`src/rtl/core/crfab_pkg.sv`:
```
// ----------------------------------------------------------------------------
// crfab_pkg
// Shared types and constants for the clipped rectangle fill and blend engine.
// ----------------------------------------------------------------------------
package crfab_pkg;

    localparam int CW = 16;
    typedef logic signed [CW-1:0] coord_t;

    localparam logic [1:0] CMD_FILL  = 2'd0;
    localparam logic [1:0] CMD_VLINE = 2'd1;
    localparam logic [1:0] CMD_READ  = 2'd2;

    localparam int CFG_IW = 3;
    localparam int CFG_DW = 12;
    typedef logic [CFG_IW-1:0] cfg_idx_t;

    localparam cfg_idx_t CFG_CLIP_X_MIN = 3'd0;
    localparam cfg_idx_t CFG_CLIP_X_MAX = 3'd1;
    localparam cfg_idx_t CFG_CLIP_Y_MIN = 3'd2;
    localparam cfg_idx_t CFG_CLIP_Y_MAX = 3'd3;
    localparam cfg_idx_t CFG_ORIGIN_X   = 3'd4;
    localparam cfg_idx_t CFG_ORIGIN_Y   = 3'd5;

    localparam logic [7:0]  CLIP_X_MAX_RST = 8'd128;
    localparam logic [6:0]  CLIP_Y_MAX_RST = 7'd64;

    localparam logic [3:0]  OPAQUE_LEVEL = 4'd15;
    localparam logic [13:0] COUNT_MAX    = 14'h3fff;

    // x / 15 as (x * 2185) >> 15, exact for x below 1024
    localparam logic [11:0] DIV15_RECIP = 12'd2185;
    localparam int          DIV15_SHIFT = 15;

    typedef struct packed {
        logic [1:0]         command;
        logic signed [11:0] x_pos;
        logic signed [11:0] y_pos;
        logic signed [11:0] span_w;
        logic signed [11:0] span_h;
        logic [15:0]        fill_color;
        logic [3:0]         opacity;
        logic               pattern;
    } req_t;

    typedef struct packed {
        logic [15:0] read_color;
        logic [13:0] pixels_written;
        logic        clipped_out;
    } res_t;

    typedef enum logic [3:0] {
        ST_CLEAR,
        ST_IDLE,
        ST_OFFSET,
        ST_FLIP,
        ST_CLIP,
        ST_CHECK,
        ST_RADDR,
        ST_RISSUE,
        ST_RWAIT,
        ST_SCAN,
        ST_DRAIN,
        ST_FINISH
    } state_t;

    function automatic coord_t sext12(input logic [11:0] v);
        return {{(CW-12){v[11]}}, v};
    endfunction

endpackage

```
`src/rtl/core/crfab_blend.sv`:
```
// ----------------------------------------------------------------------------
// crfab_blend
// Two-stage RGB565 per-channel blend unit, one pixel per cycle.
// ----------------------------------------------------------------------------
module crfab_blend
    import crfab_pkg::*;
#(
    parameter int AW = 13
) (
    input  logic          clk,
    input  logic          rst_n,
    input  logic          in_vld,
    input  logic [AW-1:0] in_addr,
    input  logic [15:0]   bg,
    input  logic [15:0]   fg,
    input  logic [3:0]    alpha,
    output logic          out_vld,
    output logic [AW-1:0] out_addr,
    output logic [15:0]   out_color,
    output logic          active
);

    logic [3:0]    wb;
    logic [9:0]    r_sum_next, g_sum_next, b_sum_next;
    logic [9:0]    r_sum_reg, g_sum_reg, b_sum_reg;
    logic          s1_vld_reg, s2_vld_reg;
    logic [AW-1:0] s1_addr_reg, s2_addr_reg;
    logic [21:0]   r_prod, g_prod, b_prod;
    logic [15:0]   color_next, color_reg;

    assign wb = OPAQUE_LEVEL - alpha;

    assign r_sum_next = 10'(bg[15:11]) * 10'(wb) + 10'(fg[15:11]) * 10'(alpha);
    assign g_sum_next = 10'(bg[10:5])  * 10'(wb) + 10'(fg[10:5])  * 10'(alpha);
    assign b_sum_next = 10'(bg[4:0])   * 10'(wb) + 10'(fg[4:0])   * 10'(alpha);

    assign r_prod = 22'(r_sum_reg) * 22'(DIV15_RECIP);
    assign g_prod = 22'(g_sum_reg) * 22'(DIV15_RECIP);
    assign b_prod = 22'(b_sum_reg) * 22'(DIV15_RECIP);

    assign color_next = {r_prod[DIV15_SHIFT +: 5], g_prod[DIV15_SHIFT +: 6],
                         b_prod[DIV15_SHIFT +: 5]};

    always_ff @(posedge clk or negedge rst_n)
    begin
        if (!rst_n)
        begin
            s1_vld_reg <= 1'b0;
            s2_vld_reg <= 1'b0;
        end
        else
        begin
            s1_vld_reg <= in_vld;
            s2_vld_reg <= s1_vld_reg;
        end
    end

    always_ff @(posedge clk)
    begin
        r_sum_reg   <= r_sum_next;
        g_sum_reg   <= g_sum_next;
        b_sum_reg   <= b_sum_next;
        s1_addr_reg <= in_addr;
        s2_addr_reg <= s1_addr_reg;
        color_reg   <= color_next;
    end

    assign out_vld   = s2_vld_reg;
    assign out_addr  = s2_addr_reg;
    assign out_color = color_reg;
    assign active    = s1_vld_reg | s2_vld_reg;

endmodule

```
`config.mk`:
```
export PLATFORM = sky130hd
export DESIGN_NAME = crfab_blend
export DESIGN_NICKNAME = d
export VERILOG_FILES = /design/src/rtl/core/crfab_pkg.sv /design/src/rtl/core/crfab_blend.sv
export SDC_FILE = /design/constraint.sdc
export NUM_CORES = 1
export LEC_CHECK = 0
export BUFFER_PORTS_ARGS = -buffer_cell sky130_fd_sc_hd__clkbuf_2
export CAP_MARGIN = 15
export CORE_MARGIN = 2
export CORE_UTILIZATION = 26
export CTS_BUF_LIST = sky130_fd_sc_hd__clkbuf_8
export DETAILED_ROUTE_END_ITERATION = 16
export HOLD_SLACK_MARGIN = 0.08
export PLACE_DENSITY = 0.47
export SLEW_MARGIN = 5
export SYNTH_ARGS = -nofsm -noshare
export SYNTH_HDL_FRONTEND = slang
export SYNTH_SLANG_ARGS = --single-unit
```
`constraint.sdc`:
```
create_clock -name clk -period 9.8 [get_ports clk]
set_input_delay 2.94 -clock clk [delete_from_list [all_inputs] [get_ports clk]]
set_output_delay 2.94 -clock clk [all_outputs]
set_load 0.01 [all_outputs]
```
==> flow_metrics.tcl, run 1 <==
set metrics [dict create \
    setup.worst_path.end_class "register" \
    synth_fa_ha_area_share_pct 49.6 \
    drtIter0Drc 180 \
    grt_setup_unrepaired "false" \
    pwr-share-clk_pct 7.2 \
    powerDensity_nw_per_um2 330 \
    grt_pass1_wl_um 28000 \
    p_leak_nw 5.07 \
    post_cts_buffers 0 \
    htreeDepth 3 \
    antenna_found_initial 2 \
    cpMostUsedCell "fa_1" \
    layout.nets 1299 \
    die_w_um 185 \
    root_buffer "clkbuf_8" \
    synth_top_area_share_pct 26.5 \
    ys_seq_elements 74 \
    ant_nets 0 \
    synth_top_family_by_area "adder cells" \
    initial_utilization_pct 26.4 \
    clk_latency_ns 0.37 \
    synth_top_cells_by_area "ha_1 (26%), fa_1 (23%), dfxtp_1 (17%)" \
    synth.cell_area_sq_um 8560 \
    worst_slack_ns 3.05 \
    post_synth.cell_area_avg_sq_um 9.68 \
    synth_edf_count 0 \
    worst_pin_slew_ns 0.650 \
    synth_compound_area_share_pct 5.93 \
    post-place-ws_ns 2.62 \
    cp-start-kind "input pin" \
    cts_repair_resize_count 0 \
    first_pass_iters 4 \
    port_buffers 82 \
    core_area_sq_um 32500 \
    synth_top_cell_by_area "ha_1" \
    holdBufCountCts 0 \
    setup.worst_path.class "input pin to register" \
    wirelength_um 16200 \
    fin_total_pwr_w 0.00319 \
    postSynth.asyncResetShare_pct 2.70 \
    maxCapViolCount 0 \
    yosysMostFrequentCell "inv_1" \
    grt_max_degree 33 \
    p_int_w 0.00164 \
    fin_crit_ns 6.75 \
    status "completed" \
    track_usage_pct 10.3 \
    pwr-share-comb_pct 77.1 \
    switchingPower_w 0.00155 \
    dp_hpwl_um 13900 \
    slowest_delay_ns 0.58 \
    synth_xor_area_share_pct 3.38 \
    cp.buffers_inverters 4 \
    gr-total-overflow 0 \
    synthToLayoutAreaGrowth_pct 13.0 \
    drcViolationCount 0 \
    syn_inst 884 \
    critical-path-top-delay-family "adder cells" \
    drive_gt1_share_pct 11.3 \
    slew_viol_final 0 \
    dr_total_vias 5687 \
    finalHoldViolCount 0 \
    cts_tree "yes" \
    rows 66 \
    cp_slowest_cell "fa_1" \
    switching_share_pct 48.5 \
    worstPathRequired_ns 10.09 \
    cp_cell_sequence "clkbuf_2, nand2_1, fa_1, fa_1, inv_1, fa_1, inv_1, fa_1, inv_1, ha_1, a21oi_1, nor2b_1, o31a_1, o41ai_1, xnor2_1" \
    synthMuxAreaShare_pct 0.628 \
    ios 83 \
    clockBufferDepth 2 \
    cts_num_sinks 74 \
    yosysSeqAreaShare_pct 17.4 \
    hp-class "register to register" \
    gp_congestion 0.736 \
    synth_common_cells "inv_1 (215), ha_1 (181), fa_1 (99)" \
    fin_crit_sh_pct 68.9 \
    grt_pass1_vias 5897 \
    ys_types 54 \
    clock_skew_ns 0.00587 \
    die_y_um 185 \
    power_frac_seq_pct 15.6 \
    synth-simple-area-share_pct 13.0 \
    setup_viol_count_final 0 \
    crit_arrival_ns 7.04 \
    setup-tns-final_ns 0 \
    avgViaCountPerCell 4.02 \
    yosys_warnings 0 \
    synth_top_flop_cell "dfxtp_1" \
    fmax_ghz 0.148 \
    path_clk_slew_ns 0.08 \
    wire_per_inst_um 11.4 \
    relSlewSlack_pct 56.7 \
    largest_reg_flops 16 \
    vdd_drop_max_v 0.000128 \
    critPathMaxFanout 32 \
    numCtsBuffers 9 \
    die_area_sq_um 34400 \
]
[path summary, 6_finish.rpt]
check	from	to	slack (ns)	depth (start not counted)
max	alpha[3]	r_sum_reg[9]	3.05	15
min in group asynchronous	rst_n	s1_vld_reg	2.34	1
max in group asynchronous	rst_n	out_vld	7.37	1
min	s1_addr_reg[12]	out_addr[12]	0.33	0
min reg2reg	s1_addr_reg[12]	out_addr[12]	0.33	0
max reg2reg	g_sum_reg[6]	out_color[6]	6.47	14
[power groups by stage]
stage               registers, W  logic, W  clock network (W)
finish                  0.000499   0.00246           0.000231
global route            0.000513   0.00293           0.000260
CTS                     0.000504   0.00252           0.000251
detailed placement      0.000512   0.00248                  0
global placement        0.000513   0.00246                  0
floorplan               0.000497   0.00192                  0
[layout by cell type, fill, tap and decap left out, types with 21 or more instances in the layout]
cell type,n
and2_1,49
nor2b_1,56
nor2_1,21
ha_1,181
xnor2_1,27
dfxtp_1,72
nand2_1,24
clkbuf_2,82
inv_1,215
fa_1,99
[layer usage]
layer	vias to the layer above	GRT usage (%)	routed length, um
met1	2658	13.4	7940
met3	13	2.37	740
met4	0	3.08	186
met2	76	16.8	7290
li1	2940	-	-
met5	-	0	0
[cells by family (layout without fill, tap and decap cells)]
kind of cell             count (synthesis)  count (layout)
buffers and inverters                  228             314
other                                    1               5
adder cells (fa/ha/maj)                280             280
multiplexers                             5               5
AND/OR/NAND/NOR                        195             195
flip-flops                              74              74
XOR/XNOR                                33              33
AO/OA/AOI/OAI                           68              68
[stage by stage]
stage	hold WS (ns)	std cells	utilization, %	instance area (sq um)
finish	0.331	1416	29.8	9680
CTS	0.332	1414	29.8	9670
floorplan	0.310	886	-	8570
detailed placement	0.312	1398	29.2	9490
global placement	0.310	1398	29.2	9490
global route	0.335	1414	29.8	9670
[layout make-up]
type | instances | area (sq um)
diodes | 2 | 5.00
clock buffers | 10 | 138
clock inverters | 6 | 47.5
fillers | 3496 | 22800
inverters | 216 | 811
multi-input cells | 584 | 6220
flip-flops and latches | 74 | 1490
well taps | 442 | 553
repair buffers | 82 | 410
Note: power is estimated with default switching activity, not from simulation.
==> run 2, diff against run 1 <==
- PLACE_DENSITY: 0.47 -> 0.49
- clock period: 9.8 -> 6.05 ns (I/O delays scaled with it)
==> run 2 against run 1 <==
Compared with the run above:
- setup slack got worse by 2.5 ns
- clock skew hardly changed
- power up 64%
- final cell count grew 0.64%
- non-clock buffer count increased by 10
- sequential cell count unchanged
- via count rose by 0.83%
- core utilization is 0.30 points higher
- die area is the same
==> flow_metrics.tcl, run 2 (same netlist as run 1, synthesis figures left out) <==
set metrics [dict create \
    status "completed" \
    largest_reg_flops 16 \
    worstPathRequired_ns 6.31 \
    initial_utilization_pct 26.4 \
    critPathMaxFanout 22 \
    wl_met3_um 704 \
    cts_repair_resize_count 0 \
    antenna_found_initial 2 \
    rows 66 \
    setup-tns-final_ns 0 \
    top_layer "met5" \
    first_pass_iters 4 \
    wire_per_inst_um 11.2 \
    setup.worst_path.class "input pin to register" \
    die_w_um 185 \
    vdd_drop_max_v 0.000204 \
    post-place-ws_ns 0.145 \
    fin_crit_ns 5.48 \
    dr_total_vias 5734 \
    fin_total_pwr_w 0.00522 \
    drtIter0Drc 125 \
    numCtsBuffers 9 \
    crit_arrival_ns 5.74 \
    wirelength_um 16000 \
    core_area_sq_um 32500 \
    wl_met1_um 7930 \
    root_buffer "clkbuf_8" \
    layout.nets 1309 \
    dp_hpwl_um 14000 \
    synthToLayoutAreaGrowth_pct 14.2 \
    track_usage_pct 10.3 \
    drcViolationCount 0 \
    setup_viol_count_final 0 \
    port_buffers 82 \
    clockBufferDepth 2 \
    cts_tree "yes" \
    holdBufCountCts 0 \
    grt_pass1_wl_um 28100 \
    whs_ns 0.326 \
    grt_setup_unrepaired "false" \
    cp-start-kind "input pin" \
    clock_skew_ns 0.00556 \
    ant_nets 0 \
    finalHoldViolCount 0 \
    gp_congestion 0.752 \
    cts_num_sinks 74 \
    ios 83 \
    htreeDepth 3 \
    setup.worst_path.end_class "register" \
    final_common_cell "inv_1" \
    slew_viol_final 0 \
    die_y_um 185 \
    grt_max_degree 23 \
    clk_latency_ns 0.37 \
    hp-class "register to register" \
    avgViaCountPerCell 4.02 \
    gr-total-overflow 0 \
    die_area_sq_um 34400 \
    p_leak_nw 5.13 \
    final_cell_mix "inv_1 (215), ha_1 (181), fa_1 (99), clkbuf_2 (82), dfxtp_1 (72)" \
    r2r_setup_slack_ns 2.71 \
    wl_met2_um 7100 \
    maxCapViolCount 0 \
    path_clk_slew_ns 0.09 \
    post_cts_buffers 0 \
    fmax_ghz 0.182 \
    drive_gt1_share_pct 12.2 \
    fin_crit_sh_pct 90.7 \
    worst_slack_ns 0.565 \
    grt_pass1_vias 5938 \
    powerDensity_nw_per_um2 534 \
]
[run 2: cell types whose count changed in the layout (fill, tap and decap cells not counted), sizes merged]
cell	previous run	this run
diode	2	1
buf	0	10
clkinv	1	2
clkinvlp	4	2
bufinv	0	1
[run 2: critical path, stage by stage]
cell and delay [ns]:
clkbuf_2 0.35, nand2_1 0.14, fa_1 0.53, fa_1 0.54, inv_1 0.05, fa_1 0.52, inv_1 0.05, fa_1 0.59
inv_1 0.06, ha_1 0.19, a21oi_1 0.11, nor2b_1 0.07, o31a_1 0.26, o41ai_1 0.32, xnor2_1 0.13
[run 2: where the power goes]
| part | internal [W] | switching (W) |
|---|---|---|
| clock network | 0.000207 | 0.000218 |
| registers | 0.000678 | 0.000131 |
| logic | 0.00182 | 0.00217 |
| total | 0.00270 | 0.00252 |
[run 2: final cells by class]
type                       instances  area, sq um
multi-input combinational        584         6220
sequential                        74         1490
tap                              442          553
clock buffer                      10          138
fill                            3451        22700
timing repair buffer              92          485
inverter                         216          811
clock inverter                     6         73.8
antenna                            1         2.50
[run 2: worst paths after layout]
path,start,to,cells after the start
setup / recovery,alpha[3],g_sum_reg[9],15
hold / removal,s1_addr_reg[2],out_addr[2],0
setup reg to reg,g_sum_reg[6],out_color[6],14
hold reg to reg,s1_addr_reg[2],out_addr[2],0
max in group asynchronous,rst_n,s1_vld_reg,1
min in group asynchronous,rst_n,out_vld,1
[run 2: metrics by stage]
stage | instances | area [sq um] | utilization [%]
global route | 1424 | 9770 | 30.1
floorplan | 886 | 8570 | -
detailed placement | 1408 | 9560 | 29.5
finish | 1425 | 9780 | 30.1
CTS | 1424 | 9770 | 30.1
global placement | 1408 | 9560 | 29.5
[run 2: layer usage]
layer  track usage [%]  vias up
met3              2.45       15
li1                  -     2956
met2              16.5       76
met1              13.7     2685
met4              3.11        2
met5                 0        -
